`src/rtl/mhg_pkg.sv`:
```
`default_nettype none

package mhg_pkg;

  // operating modes carried in the request tuser
  typedef enum logic [1:0] {
    MODE_IDLE   = 2'd0,
    MODE_MANUAL = 2'd1,
    MODE_AUTO   = 2'd2,
    MODE_NONE   = 2'd3
  } mhg_mode_t;

  // configuration register indexes
  localparam int CfgIdxW = 3;
  localparam logic [CfgIdxW-1:0] CFG_TEMP_ON  = 3'd0;
  localparam logic [CfgIdxW-1:0] CFG_TEMP_OFF = 3'd1;
  localparam logic [CfgIdxW-1:0] CFG_HUM_ON   = 3'd2;
  localparam logic [CfgIdxW-1:0] CFG_HUM_OFF  = 3'd3;
  localparam logic [CfgIdxW-1:0] CFG_BOOT     = 3'd4;
  localparam logic [CfgIdxW-1:0] CFG_MAX_ON   = 3'd5;
  localparam logic [CfgIdxW-1:0] CFG_MIN_OFF  = 3'd6;

  localparam int CfgDataW = 32;
  localparam int TempW    = 15;
  localparam int HumW     = 14;
  localparam int TimeW    = 32;

  // stream widths
  localparam int InDataW  = 72;
  localparam int InUserW  = 2;
  localparam int OutDataW = 8;

  // reset values of the registers
  localparam logic signed [TempW-1:0] TEMP_ON_RST  = 15'sd3200;
  localparam logic signed [TempW-1:0] TEMP_OFF_RST = 15'sd2800;
  localparam logic [HumW-1:0]         HUM_ON_RST   = 14'd6000;
  localparam logic [HumW-1:0]         HUM_OFF_RST  = 14'd8000;
  localparam logic [TimeW-1:0]        BOOT_RST     = 32'd10000;
  localparam logic [TimeW-1:0]        MAX_ON_RST   = 32'd60000;
  localparam logic [TimeW-1:0]        MIN_OFF_RST  = 32'd30000;

  typedef struct packed {
    logic signed [TempW-1:0] temp_on_threshold;
    logic signed [TempW-1:0] temp_off_threshold;
    logic [HumW-1:0]         humidity_on_threshold;
    logic [HumW-1:0]         humidity_off_threshold;
    logic [TimeW-1:0]        boot_guard_time;
    logic [TimeW-1:0]        mist_max_on_time;
    logic [TimeW-1:0]        mist_min_off_time;
  } mhg_cfg_t;

  typedef struct packed {
    mhg_mode_t               mode;
    logic [TimeW-1:0]        now_ms;
    logic signed [TempW-1:0] temperature;
    logic                    temperature_ok;
    logic [HumW-1:0]         humidity;
    logic                    humidity_ok;
    logic                    manual_pump;
    logic                    manual_mist;
  } mhg_item_t;

  typedef struct packed {
    logic pump_on;
    logic mist_on;
  } mhg_result_t;

endpackage

`default_nettype wire

```
`src/rtl/mhg_cfg.sv`:
```
`default_nettype none

module mhg_cfg
  import mhg_pkg::*;
(
  input  wire logic                clk,
  input  wire logic                rst,
  input  wire logic                cfg_we,
  input  wire logic [CfgIdxW-1:0]  cfg_index,
  input  wire logic [CfgDataW-1:0] cfg_data,
  output mhg_cfg_t                 cfg
);

  // register file, written one register per cycle
  always_ff @(posedge clk) begin
    if (rst) begin
      cfg.temp_on_threshold      <= TEMP_ON_RST;
      cfg.temp_off_threshold     <= TEMP_OFF_RST;
      cfg.humidity_on_threshold  <= HUM_ON_RST;
      cfg.humidity_off_threshold <= HUM_OFF_RST;
      cfg.boot_guard_time        <= BOOT_RST;
      cfg.mist_max_on_time       <= MAX_ON_RST;
      cfg.mist_min_off_time      <= MIN_OFF_RST;
    end else if (cfg_we) begin
      case (cfg_index)
        CFG_TEMP_ON:  cfg.temp_on_threshold      <= signed'(cfg_data[TempW-1:0]);
        CFG_TEMP_OFF: cfg.temp_off_threshold     <= signed'(cfg_data[TempW-1:0]);
        CFG_HUM_ON:   cfg.humidity_on_threshold  <= cfg_data[HumW-1:0];
        CFG_HUM_OFF:  cfg.humidity_off_threshold <= cfg_data[HumW-1:0];
        CFG_BOOT:     cfg.boot_guard_time        <= cfg_data[TimeW-1:0];
        CFG_MAX_ON:   cfg.mist_max_on_time       <= cfg_data[TimeW-1:0];
        CFG_MIN_OFF:  cfg.mist_min_off_time      <= cfg_data[TimeW-1:0];
        default: ;
      endcase
    end
  end

endmodule

`default_nettype wire

```
`src/rtl/mhg_step.sv`:
```
`default_nettype none

module mhg_step
  import mhg_pkg::*;
(
  input  wire logic clk,
  input  wire logic rst,
  input  wire logic advance,
  input  wire mhg_item_t item,
  input  wire mhg_cfg_t  cfg,
  output mhg_result_t result
);

  // guard state
  logic             mist_previous;
  logic             mist_forced_off;
  logic             boot_guard_passed;
  logic [TimeW-1:0] boot_start_stamp;
  logic [TimeW-1:0] mist_on_stamp;
  logic [TimeW-1:0] mist_off_stamp;

  logic             mist_previous_next;
  logic             mist_forced_off_next;
  logic             boot_guard_passed_next;
  logic [TimeW-1:0] boot_start_stamp_next;
  logic [TimeW-1:0] mist_on_stamp_next;
  logic [TimeW-1:0] mist_off_stamp_next;

  logic             dry, hot, cool, humid;
  logic             want;
  logic [TimeW-1:0] boot_stamp_eff;
  logic [TimeW-1:0] boot_elapsed;
  logic             boot_ready;
  logic [TimeW-1:0] off_elapsed;
  logic             cooling;
  logic [TimeW-1:0] on_elapsed;
  logic             too_long;

  // sensor compares
  assign dry   = item.humidity <= cfg.humidity_on_threshold;
  assign humid = item.humidity >= cfg.humidity_off_threshold;
  assign hot   = item.temperature >= cfg.temp_on_threshold;
  assign cool  = item.temperature <= cfg.temp_off_threshold;

  // hysteresis decision, holding the last output inside the dead band
  always_comb begin
    want = 1'b0;
    if (item.temperature_ok && item.humidity_ok) begin
      if (dry && hot)        want = 1'b1;
      else if (cool || humid) want = 1'b0;
      else                   want = mist_previous;
    end else if (item.humidity_ok) begin
      if (dry)        want = 1'b1;
      else if (humid) want = 1'b0;
      else            want = mist_previous;
    end else if (item.temperature_ok) begin
      if (hot)       want = 1'b1;
      else if (cool) want = 1'b0;
      else           want = mist_previous;
    end
  end

  // boot guard: an unset stamp is taken from this tick
  assign boot_stamp_eff = (boot_start_stamp == '0) ? item.now_ms : boot_start_stamp;
  assign boot_elapsed   = item.now_ms - boot_stamp_eff;
  assign boot_ready     = boot_guard_passed || (boot_elapsed >= cfg.boot_guard_time);

  // cooldown and max-on timing, mist turning on restarts the on time
  assign off_elapsed = item.now_ms - mist_off_stamp;
  assign cooling     = mist_forced_off && (off_elapsed < cfg.mist_min_off_time);
  assign on_elapsed  = mist_previous ? (item.now_ms - mist_on_stamp) : '0;
  assign too_long    = on_elapsed >= cfg.mist_max_on_time;

  // next state and result
  always_comb begin
    result                 = '0;
    mist_forced_off_next   = mist_forced_off;
    boot_guard_passed_next = boot_guard_passed;
    boot_start_stamp_next  = boot_start_stamp;
    mist_on_stamp_next     = mist_on_stamp;
    mist_off_stamp_next    = mist_off_stamp;
    case (item.mode)
      MODE_IDLE: begin
        mist_forced_off_next   = 1'b0;
        boot_guard_passed_next = 1'b0;
        boot_start_stamp_next  = '0;
      end
      MODE_MANUAL: begin
        result.pump_on = item.manual_pump;
        result.mist_on = item.manual_mist;
      end
      MODE_AUTO: begin
        if (!boot_guard_passed) begin
          boot_start_stamp_next  = boot_stamp_eff;
          boot_guard_passed_next = boot_ready;
        end
        if (boot_ready && !cooling) begin
          mist_forced_off_next = 1'b0;
          if (want) begin
            if (!mist_previous) mist_on_stamp_next = item.now_ms;
            if (too_long) begin
              mist_forced_off_next = 1'b1;
              mist_off_stamp_next  = item.now_ms;
            end else begin
              result.mist_on = 1'b1;
            end
          end
        end
      end
      default: ;
    endcase
    mist_previous_next = result.mist_on;
  end

  // state update once per item
  always_ff @(posedge clk) begin
    if (rst) begin
      mist_previous     <= 1'b0;
      mist_forced_off   <= 1'b0;
      boot_guard_passed <= 1'b0;
      boot_start_stamp  <= '0;
      mist_on_stamp     <= '0;
      mist_off_stamp    <= '0;
    end else if (advance) begin
      mist_previous     <= mist_previous_next;
      mist_forced_off   <= mist_forced_off_next;
      boot_guard_passed <= boot_guard_passed_next;
      boot_start_stamp  <= boot_start_stamp_next;
      mist_on_stamp     <= mist_on_stamp_next;
      mist_off_stamp    <= mist_off_stamp_next;
    end
  end

endmodule

`default_nettype wire

```
`src/rtl/mist_hysteresis_guard_controller.sv`:
```
// a request is held in the input register, then its result in the result register
// throughput: one request per cycle while m_tready keeps up, set by the
//   single-pass step into the result register; state updates in that same cycle
// reset: synchronous active-high rst clears both stages, the guard state and
//   restores the default thresholds and times
`default_nettype none

module mist_hysteresis_guard_controller
  import mhg_pkg::*;
(
  input  wire logic                clk,
  input  wire logic                rst,
  input  wire logic                s_tvalid,
  output logic                     s_tready,
  // now_ms[31:0], temperature[46:32], temperature_ok[47], humidity[61:48],
  // humidity_ok[62], manual_pump[63], manual_mist[64], zero fill above
  input  wire logic [InDataW-1:0]  s_tdata,
  // mode[1:0]
  input  wire logic [InUserW-1:0]  s_tuser,
  output logic                     m_tvalid,
  input  wire logic                m_tready,
  // pump_on[0], mist_on[1], zero fill above
  output logic [OutDataW-1:0]      m_tdata,
  input  wire logic                cfg_we,
  input  wire logic [CfgIdxW-1:0]  cfg_index,
  input  wire logic [CfgDataW-1:0] cfg_data
);

  mhg_cfg_t    cfg;
  mhg_item_t   item;
  mhg_result_t result;
  logic        item_valid;
  logic        advance;
  logic        pump_on;
  logic        mist_on;

  // input stage moves on when the result register is free or being taken
  assign advance  = item_valid && (!m_tvalid || m_tready);
  assign s_tready = !item_valid || advance;

  // input register
  always_ff @(posedge clk) begin
    if (rst) begin
      item_valid <= 1'b0;
    end else if (s_tready) begin
      item_valid <= s_tvalid;
    end
  end

  always_ff @(posedge clk) begin
    if (s_tvalid && s_tready) begin
      item.mode           <= mhg_mode_t'(s_tuser);
      item.now_ms         <= s_tdata[31:0];
      item.temperature    <= signed'(s_tdata[46:32]);
      item.temperature_ok <= s_tdata[47];
      item.humidity       <= s_tdata[61:48];
      item.humidity_ok    <= s_tdata[62];
      item.manual_pump    <= s_tdata[63];
      item.manual_mist    <= s_tdata[64];
    end
  end

  mhg_cfg u_cfg (
    .clk       (clk),
    .rst       (rst),
    .cfg_we    (cfg_we),
    .cfg_index (cfg_index),
    .cfg_data  (cfg_data),
    .cfg       (cfg)
  );

  mhg_step u_step (
    .clk     (clk),
    .rst     (rst),
    .advance (advance),
    .item    (item),
    .cfg     (cfg),
    .result  (result)
  );

  // result register
  always_ff @(posedge clk) begin
    if (rst) begin
      m_tvalid <= 1'b0;
    end else if (advance) begin
      m_tvalid <= 1'b1;
    end else if (m_tready) begin
      m_tvalid <= 1'b0;
    end
  end

  always_ff @(posedge clk) begin
    if (advance) begin
      pump_on <= result.pump_on;
      mist_on <= result.mist_on;
    end
  end

  assign m_tdata = {{(OutDataW-2){1'b0}}, mist_on, pump_on};

  // checks
  a_auto_pump_off: assert property (@(posedge clk) disable iff (rst)
    advance && item.mode == MODE_AUTO |=> !m_tdata[0])
    else $error("pump driven in auto mode");

  a_idle_all_off: assert property (@(posedge clk) disable iff (rst)
    advance && (item.mode == MODE_IDLE || item.mode == MODE_NONE) |=> m_tdata[1:0] == 2'b00)
    else $error("output on in idle or unused mode");

  a_ready_when_empty: assert property (@(posedge clk) disable iff (rst)
    !m_tvalid |-> s_tready)
    else $error("request stalled with empty result register");

  a_reset_empty: assert property (@(posedge clk)
    rst |=> !m_tvalid)
    else $error("result valid after reset");

endmodule

`default_nettype wire
```
`config.mk`:
```
export PLATFORM = sky130hd
export DESIGN_NAME = mist_hysteresis_guard_controller
export DESIGN_NICKNAME = d
export VERILOG_FILES = /design/src/rtl/mhg_pkg.sv /design/src/rtl/mhg_cfg.sv /design/src/rtl/mhg_step.sv /design/src/rtl/mist_hysteresis_guard_controller.sv
export SDC_FILE = /design/constraint.sdc
export NUM_CORES = 1
export LEC_CHECK = 0
export ABC_AREA = 1
export BUFFER_PORTS_ARGS = -buffer_cell sky130_fd_sc_hd__buf_2
export CAP_MARGIN = 40
export CORE_MARGIN = 2
export CORE_UTILIZATION = 45
export DETAILED_ROUTE_END_ITERATION = 8
export GPL_ROUTABILITY_DRIVEN = 1
export PLACE_DENSITY = 0.58
export SYNTH_ARGS = -nofsm -noshare
export SYNTH_HDL_FRONTEND = slang
export SYNTH_SLANG_ARGS = --single-unit
```
`constraint.sdc`:
```
create_clock -name clk -period 6.4 [get_ports clk]
set_clock_uncertainty 0.2 [all_clocks]
set_input_delay 1.28 -clock clk [delete_from_list [all_inputs] [get_ports clk]]
set_output_delay 1.28 -clock clk [all_outputs]
set_load 0.05 [all_outputs]
```
==> run metrics, run 1 <==
clock slew at reported path FFs=60 ps; Iteration-0 DRC Markers=1128; DR pass1 iterations=5; Via density=5.190; Core Rows=78; Total Routing Usage GR=24.53%; DRT antenna net count=0; Slew Limit Fails=0; most frequent cells in the layout=nand2_1, inv_1, a21oi_1; peak supply drop=0.2491 mV; fmax=0.1726 GHz; TritonCTS Buffers=39; PortBufs=110; Post-Route WL=58440 um; Synth Flop Type=dfxtp_1; post-cts resize count=0; most common cell after layout, fill and taps aside=nand2_1; max-cap viol count=0; reg2reg path depth=31; cts hold-fix bufs=0; die area=47840 sq um; Final Hold Viols=0; initial antenna violation count=2; CP peak stage delay=430 ps; Synth Area per Inst=7.211 sq um; DR WL/cell=16.23 um; CTS tree=built; layout cells sized above 1=7.302%; critical path data arrival time=6080 ps; top cells by area, synth=dfxtp_1, ha_1, edfxtp_1, nand2_1, a21oi_1; CP max FO=32; Max H-tree Level=2; Initial Util=45.62%; synthesized-area fraction occupied by xor and xnor cells=2.237%; Setup crit end kind=register; YS warnings=0; largest net degree at the start of global routing=94; max_slew headroom=43.16%; share of flip-flops with an asynchronous set or reset=0%; worst skew pair latency=570 ps; die outline height=218.7 um; Setup Fix Bufs, Post-CTS=0; startpoint type of the worst setup path=register; share of the synthesized area in the top cell type=24.60%; multiplexer share of the synthesized area=0%; Worst Min Path Start=u_cfg.cfg[51]$_SDFFE_PP0P_; Seq cells post-synth=324; clock sink count=324; Final setup viols=0; Synth Area in Compound Gates=19.07%; Final Util=50.84%; Distinct cells, synth=51; HP Class=reg2reg; P_leak=10.31 nW; DRC=0; Setup CP Type=reg2reg; Layout Area Growth over Synthesis=11.45%; number of enable flip-flop cells after synthesis=69; final period utilization=90.53%; Core Area=45480 sq um; leading area contributor after synthesis=dfxtp_1; Hold Crit Depth=2; status=completed; simple-gate area share of the yosys netlist=19.12%; Min-Delay Endpoint=u_cfg.cfg[51]$_SDFFE_PP0P_; Die W=218.7 um; critical path's slowest cell=inv_2; Mapped Cells=2877; CP required=6690 ps; IO Pins=124; DR vias=18680; Fin Setup TNS=0 ps; Clock Tree Root=clkbuf_16; fin nets=3329; reg2reg setup slack=610 ps; first-pass GRT wire length=92180 um; RSZ-0062 raised after global routing=false; post-DP HPWL=45380 um; clock buffer depth=3; r2r endpoint=u_step.mist_off_stamp[11]$_SDFFE_PP0P_; adder-cell share of the synthesized area=14.91%; grt ovf=0; Tmin final=5794 ps; number of global-route vias before repair=17780; P per Cell Area=282.6 nW/um^2; RR Startpoint=u_step.boot_start_stamp[29]$_SDFFE_PP0P_; worst-margin pin slew=852.6 ps; RePlAce Congestion=0.9206; post-synth design cell area=20750 sq um; sequential element share of the synthesized area=34.59%; largest family of logic cells by synthesized area=simple AND/OR/NAND/NOR gates
==> stage by stage <==
stage	cells	power (mW)	area (sq um)	hold WS (ps)	worst slack, ps
after detailed placement	3528	4.376	21880	251.5	611.0
final	3600	6.535	23120	259.4	606.2
after global routing	3600	6.989	23120	274.8	126.5
after floorplan	2882	3.805	20770	235.3	1891
after global placement	3524	4.335	21830	246.2	725.2
after CTS	3599	6.587	23120	261.8	593.1
==> worst max-delay path: cells and delay by family, from the launching register on <==
kind | cells | cell delay (ps)
AO/OA/AOI/OAI | 2 | 340
buffers and inverters | 2 | 680
flip-flops | 1 | 320
AND/OR/NAND/NOR | 25 | 3500
adder cells (fa/ha/maj) | 2 | 640
==> synthesized netlist by cell type, types with 6 or more instances <==
cell / n
clkbuf_1: 63
inv_2: 7
nor2_1: 326
nor3_1: 28
o21bai_1: 8
nand4_1: 25
xor2_1: 43
xnor2_1: 10
edfxtp_1: 69
nand3_2: 6
buf_4: 8
inv_1: 436
a21o_1: 8
nand2_1: 508
ha_1: 244
o211ai_1: 45
nand3_1: 69
o21a_1: 14
a31oi_1: 10
a21oi_1: 358
dfxtp_1: 255
o21ai_0: 267
==> metal layers <==
metal / track usage (%) / vias up / share of wire (%)
li1: - / 9664 / -
met1: 34.45 / 8536 / 49
met2: 38.91 / 381 / 44
met3: 3.145 / 103 / 4.7
met4: 8.018 / 0 / 2.9
met5: 0 / - / 0
==> registers in the layout (all words and copies together), names as in the netlist, 32 cells and up <==
signal	flops
item	67
u_step.boot_start_stamp	32
u_cfg.cfg	154
u_step.mist_off_stamp	32
u_step.mist_on_stamp	32
==> final cells by class <==
type	instances	area [sq um]
clock inverters	16	172.7
multi-input cells	2023	11510
fillers	4578	22360
repair buffers	134	763.2
clock buffers	55	1066
diodes	1	2.502
well taps	600	750.7
inverters	447	1680
flip-flops and latches	324	7177
==> cells by family after synthesis <==
group                      count (synthesis)
and+or+nand+nor                          982
AOI/OAI and AO/OA                        736
buffers and inverters                    535
DFF                                      324
adders and majority gates                246
xor gates and xnor gates                  53
other                                      1
==> where the power goes <==
part           internal (mW)  switching [mW]  leakage (nW)  total, mW
logic                  0.745            1.37          6.96       2.11
clock network           1.29           0.901         0.601       2.19
registers               2.17          0.0643          2.74       2.24
total                   4.20            2.33          10.3       6.53
==> how the worst max path moves through the flow <==
stage,from,to,slack (ps)
global placement,u_step.boot_start_stamp[29]$_SDFFE_PP0P_,u_step.mist_off_stamp[30]$_SDFFE_PP0P_,730
global route,item[33]$_DFFE_PP_,u_step.mist_off_stamp[23]$_SDFFE_PP0P_,130
CTS,u_step.boot_start_stamp[31]$_SDFFE_PP0P_,u_step.mist_off_stamp[11]$_SDFFE_PP0P_,590
detailed placement,u_step.boot_start_stamp[31]$_SDFFE_PP0P_,u_step.mist_off_stamp[12]$_SDFFE_PP0P_,610
floorplan,u_step.boot_start_stamp[21]$_SDFFE_PP0P_,u_step.mist_off_stamp[22]$_SDFFE_PP0P_,1890
finish,u_step.boot_start_stamp[29]$_SDFFE_PP0P_,u_step.mist_off_stamp[11]$_SDFFE_PP0P_,610
(Power assumes the default switching activity.)
==> run 2, diff against run 1 <==
- SYNTH_HIERARCHICAL: default -> 1
==> run 2 against run 1 <==
Largest cell class unchanged. Sequential share of layout area decreased by 1.1 points. Final cell count increased by 4.6%. Setup slack got worse by 100 ps. The run now ends with DRC left. Flip-flop and latch count unchanged. Clock power increased by 5%.
==> run metrics, run 2 <==
status=finished with violations; violations in the final reports=DRC; Clock Tree Root=clkbuf_16; largest net degree at the start of global routing=78; largest family of logic cells by synthesized area=simple AND/OR/NAND/NOR gates; r2r endpoint=u_step/mist_off_stamp[30]$_SDFFE_PP0P_; max-cap viol count=0; DR vias=19790; final period utilization=92.09%; leading area contributor after synthesis=dfxtp_1; Mapped Cells=3024; Setup crit end kind=register; Reg power frac=33.6%; number of global-route vias before repair=18660; Worst Min Path Start=u_cfg/cfg[8]$_SDFFE_PP1P_; reg2reg path depth=34; clock buffer depth=3; RePlAce Congestion=0.9389; most frequent cells in the layout=nand2_1, inv_1, nor2_1; top-count cell post-synth=nand2_1; DRC=3; Layout Area Growth over Synthesis=12.63%; placed cell count=3689; Worst setup startpoint=u_step/boot_start_stamp[0]$_SDFFE_PP0P_; Fin Setup TNS=0 ps; placement-stage cell area=22670 sq um; grt ovf=0; worst skew pair latency=580 ps; Slew Limit Fails=0; post-DP HPWL=49920 um; switching power=2.350 mW; Seq cells post-synth=324; critical path's slowest cell=dfxtp_1; clock power share=34.4%; synthesized-area fraction occupied by xor and xnor cells=3.042%; adder-cell share of the synthesized area=14.91%; Synth Area in Compound Gates=11.64%; Distinct cells, synth=46; DR pass1 iterations=9; Reg with most FFs=u_cfg/cfg; P_int=4.313 mW; fin nets=3490; initial antenna violation count=3; Synth Area per Inst=7.045 sq um; DR WL/cell=17.21 um; simple-gate area share of the yosys netlist=26.75%; startpoint type of the worst setup path=register; Iteration-0 DRC Markers=1289; CP peak stage delay=420 ps; post-synth design cell area=21300 sq um; P_leak=10.77 nW; Final Hold Viols=0; P per Cell Area=277.7 nW/um^2; max FFs per register=154; PortBufs=110; Via density=5.256; Layout Cells excl Fill=3764; CTS tree=built; Final setup viols=0; IO Pins=124; CP required=6690 ps; Initial Util=45.66%; max_slew headroom=44.82%; share of flip-flops with an asynchronous set or reset=0%; Total Routing Usage GR=26.10%; switch share=35.27%; final instance area=23990 sq um; crit-path most repeated cell=nand2_1; most common cell after layout, fill and taps aside=nand2_1; Min-Delay Endpoint=u_cfg/cfg[8]$_SDFFE_PP1P_; peak supply drop=0.1867 mV; worst-margin pin slew=827.7 ps; die outline height=221.6 um; critical path data arrival time=6180 ps; Hold Crit Depth=2; Core Rows=79; DRT antenna net count=0; clock sink count=324; clock slew at reported path FFs=60 ps; first-pass GRT wire length=101500 um; Setup CP Type=reg2reg; share of the synthesized area in the top cell type=23.96%; fmax=0.1697 GHz; RR Startpoint=u_step/boot_start_stamp[0]$_SDFFE_PP0P_; Max H-tree Level=2; Die W=221.6 um; YS warnings=6; Post-Route WL=64790 um; power after layout=6.663 mW; biggest registers after layout=u_cfg/cfg: 154 flops, item: 67 flops; top cells by area, synth=dfxtp_1, ha_1, nand2_1, edfxtp_1, inv_1; TritonCTS Buffers=40; sequential element share of the synthesized area=33.69%; Post-synth top cells=nand2_1, inv_1, nor2_1; RSZ-0062 raised after global routing=false; Tmin final=5894 ps; number of enable flip-flop cells after synthesis=69; layout cells sized above 1=7.668%; die area=49100 sq um; CP max FO=31; multiplexer share of the synthesized area=0%; Core Area=46650 sq um; Synth Flop Type=dfxtp_1; combinational power share=32.0%; reg2reg setup slack=510 ps; HP Class=reg2reg
run 2: changes by cell type after synthesis, moves of 6 or more:
cell      before  now
a21oi_1      358  294
buf_1          5   12
buf_2          4   29
clkbuf_1      63   45
inv_1        436  423
nand2_1      508  662
nand3_1       69  255
nor2_1       326  386
nor3_1        28   22
nor4_1         5   14
o211ai_1      45    3
o21ai_0      267   92
xnor2_1       10   28
run 2: stage by stage:
stage / setup slack [ps] / utilization (%) / hold WS (ps)
3_5_place_dp: 563.9 / 48.59 / 246.1
4_1_cts: 521.3 / 51.40 / 260.4
5_1_grt: 86.00 / 51.43 / 272.2
6_report: 506.4 / 51.43 / 257.7
2_1_floorplan: 1627 / - / 228.9
3_3_place_gp: 555.7 / 48.23 / 242.7
run 2: worst max path at each step:
stage / slack (ps) / to / depth (start not counted)
6_report: 510 / u_step/mist_off_stamp[30]$_SDFFE_PP0P_ / 34
5_1_grt: 90 / u_step/mist_off_stamp[13]$_SDFFE_PP0P_ / 32
4_1_cts: 520 / u_step/mist_off_stamp[30]$_SDFFE_PP0P_ / 32
3_3_place_gp: 560 / u_step/mist_off_stamp[27]$_SDFFE_PP0P_ / 33
3_5_place_dp: 560 / u_step/mist_off_stamp[30]$_SDFFE_PP0P_ / 32
2_1_floorplan: 1630 / u_step/mist_off_stamp[1]$_SDFFE_PP0P_ / 28
run 2: power by group through the flow:
stage | Sequential [mW] | Clock, mW | Combinational (mW)
2_1_floorplan | 2.25 | 0 | 1.53
3_3_place_gp | 2.28 | 0 | 2.07
3_5_place_dp | 2.29 | 0 | 2.10
4_1_cts | 2.24 | 2.35 | 2.12
5_1_grt | 2.25 | 2.42 | 2.42
6_report | 2.24 | 2.29 | 2.13
run 2: critical path: cells and delay by family, from the launching register on:
family	cells	cell delay, ps
adders and majority gates	2	620
xor gates and xnor gates	1	200
and+or+nand+nor	18	2160
AOI/OAI and AO/OA	7	1310
DFF	1	420
buffers and inverters	6	840
run 2: cell families (layout without fill, tap and decap cells):
logic type | count (synthesis) | after routing
AO/OA/AOI/OAI | 460 | 460
XOR/XNOR | 74 | 74
adder cells (fa/ha/maj) | 252 | 252
buffers and inverters | 530 | 657
flip-flops | 324 | 324
other | 1 | 7
AND/OR/NAND/NOR | 1383 | 1383
run 2: layer usage:
layer	wire, um	vias up	share of wire [%]	track usage, %
met5	29	-	0.045	0
met3	2800	99	4.3	3.313
met4	2260	4	3.5	10.03
met1	29980	9196	46	34.89
met2	29720	454	46	43.04
li1	-	10030	-	-
run 2: final cells by class:
class                           instances  area, sq um
Multi-Input combinational cell       2175        12080
Fill cell                            4683        22660
Clock inverter                         19        201.4
Inverter                              426         1602
Tap cell                              607        759.5
Clock buffer                           55         1107
Timing Repair Buffer                  157         1069
Sequential cell                       324         7177
Antenna cell                            1        2.502
run 2: timing repair:
item	CTS	global route
hold endpoints to repair	0	0
gates resized for setup	0	2
hold buffers	0	0
endpoints found under the setup margin	0	13
buffers inserted	0	0
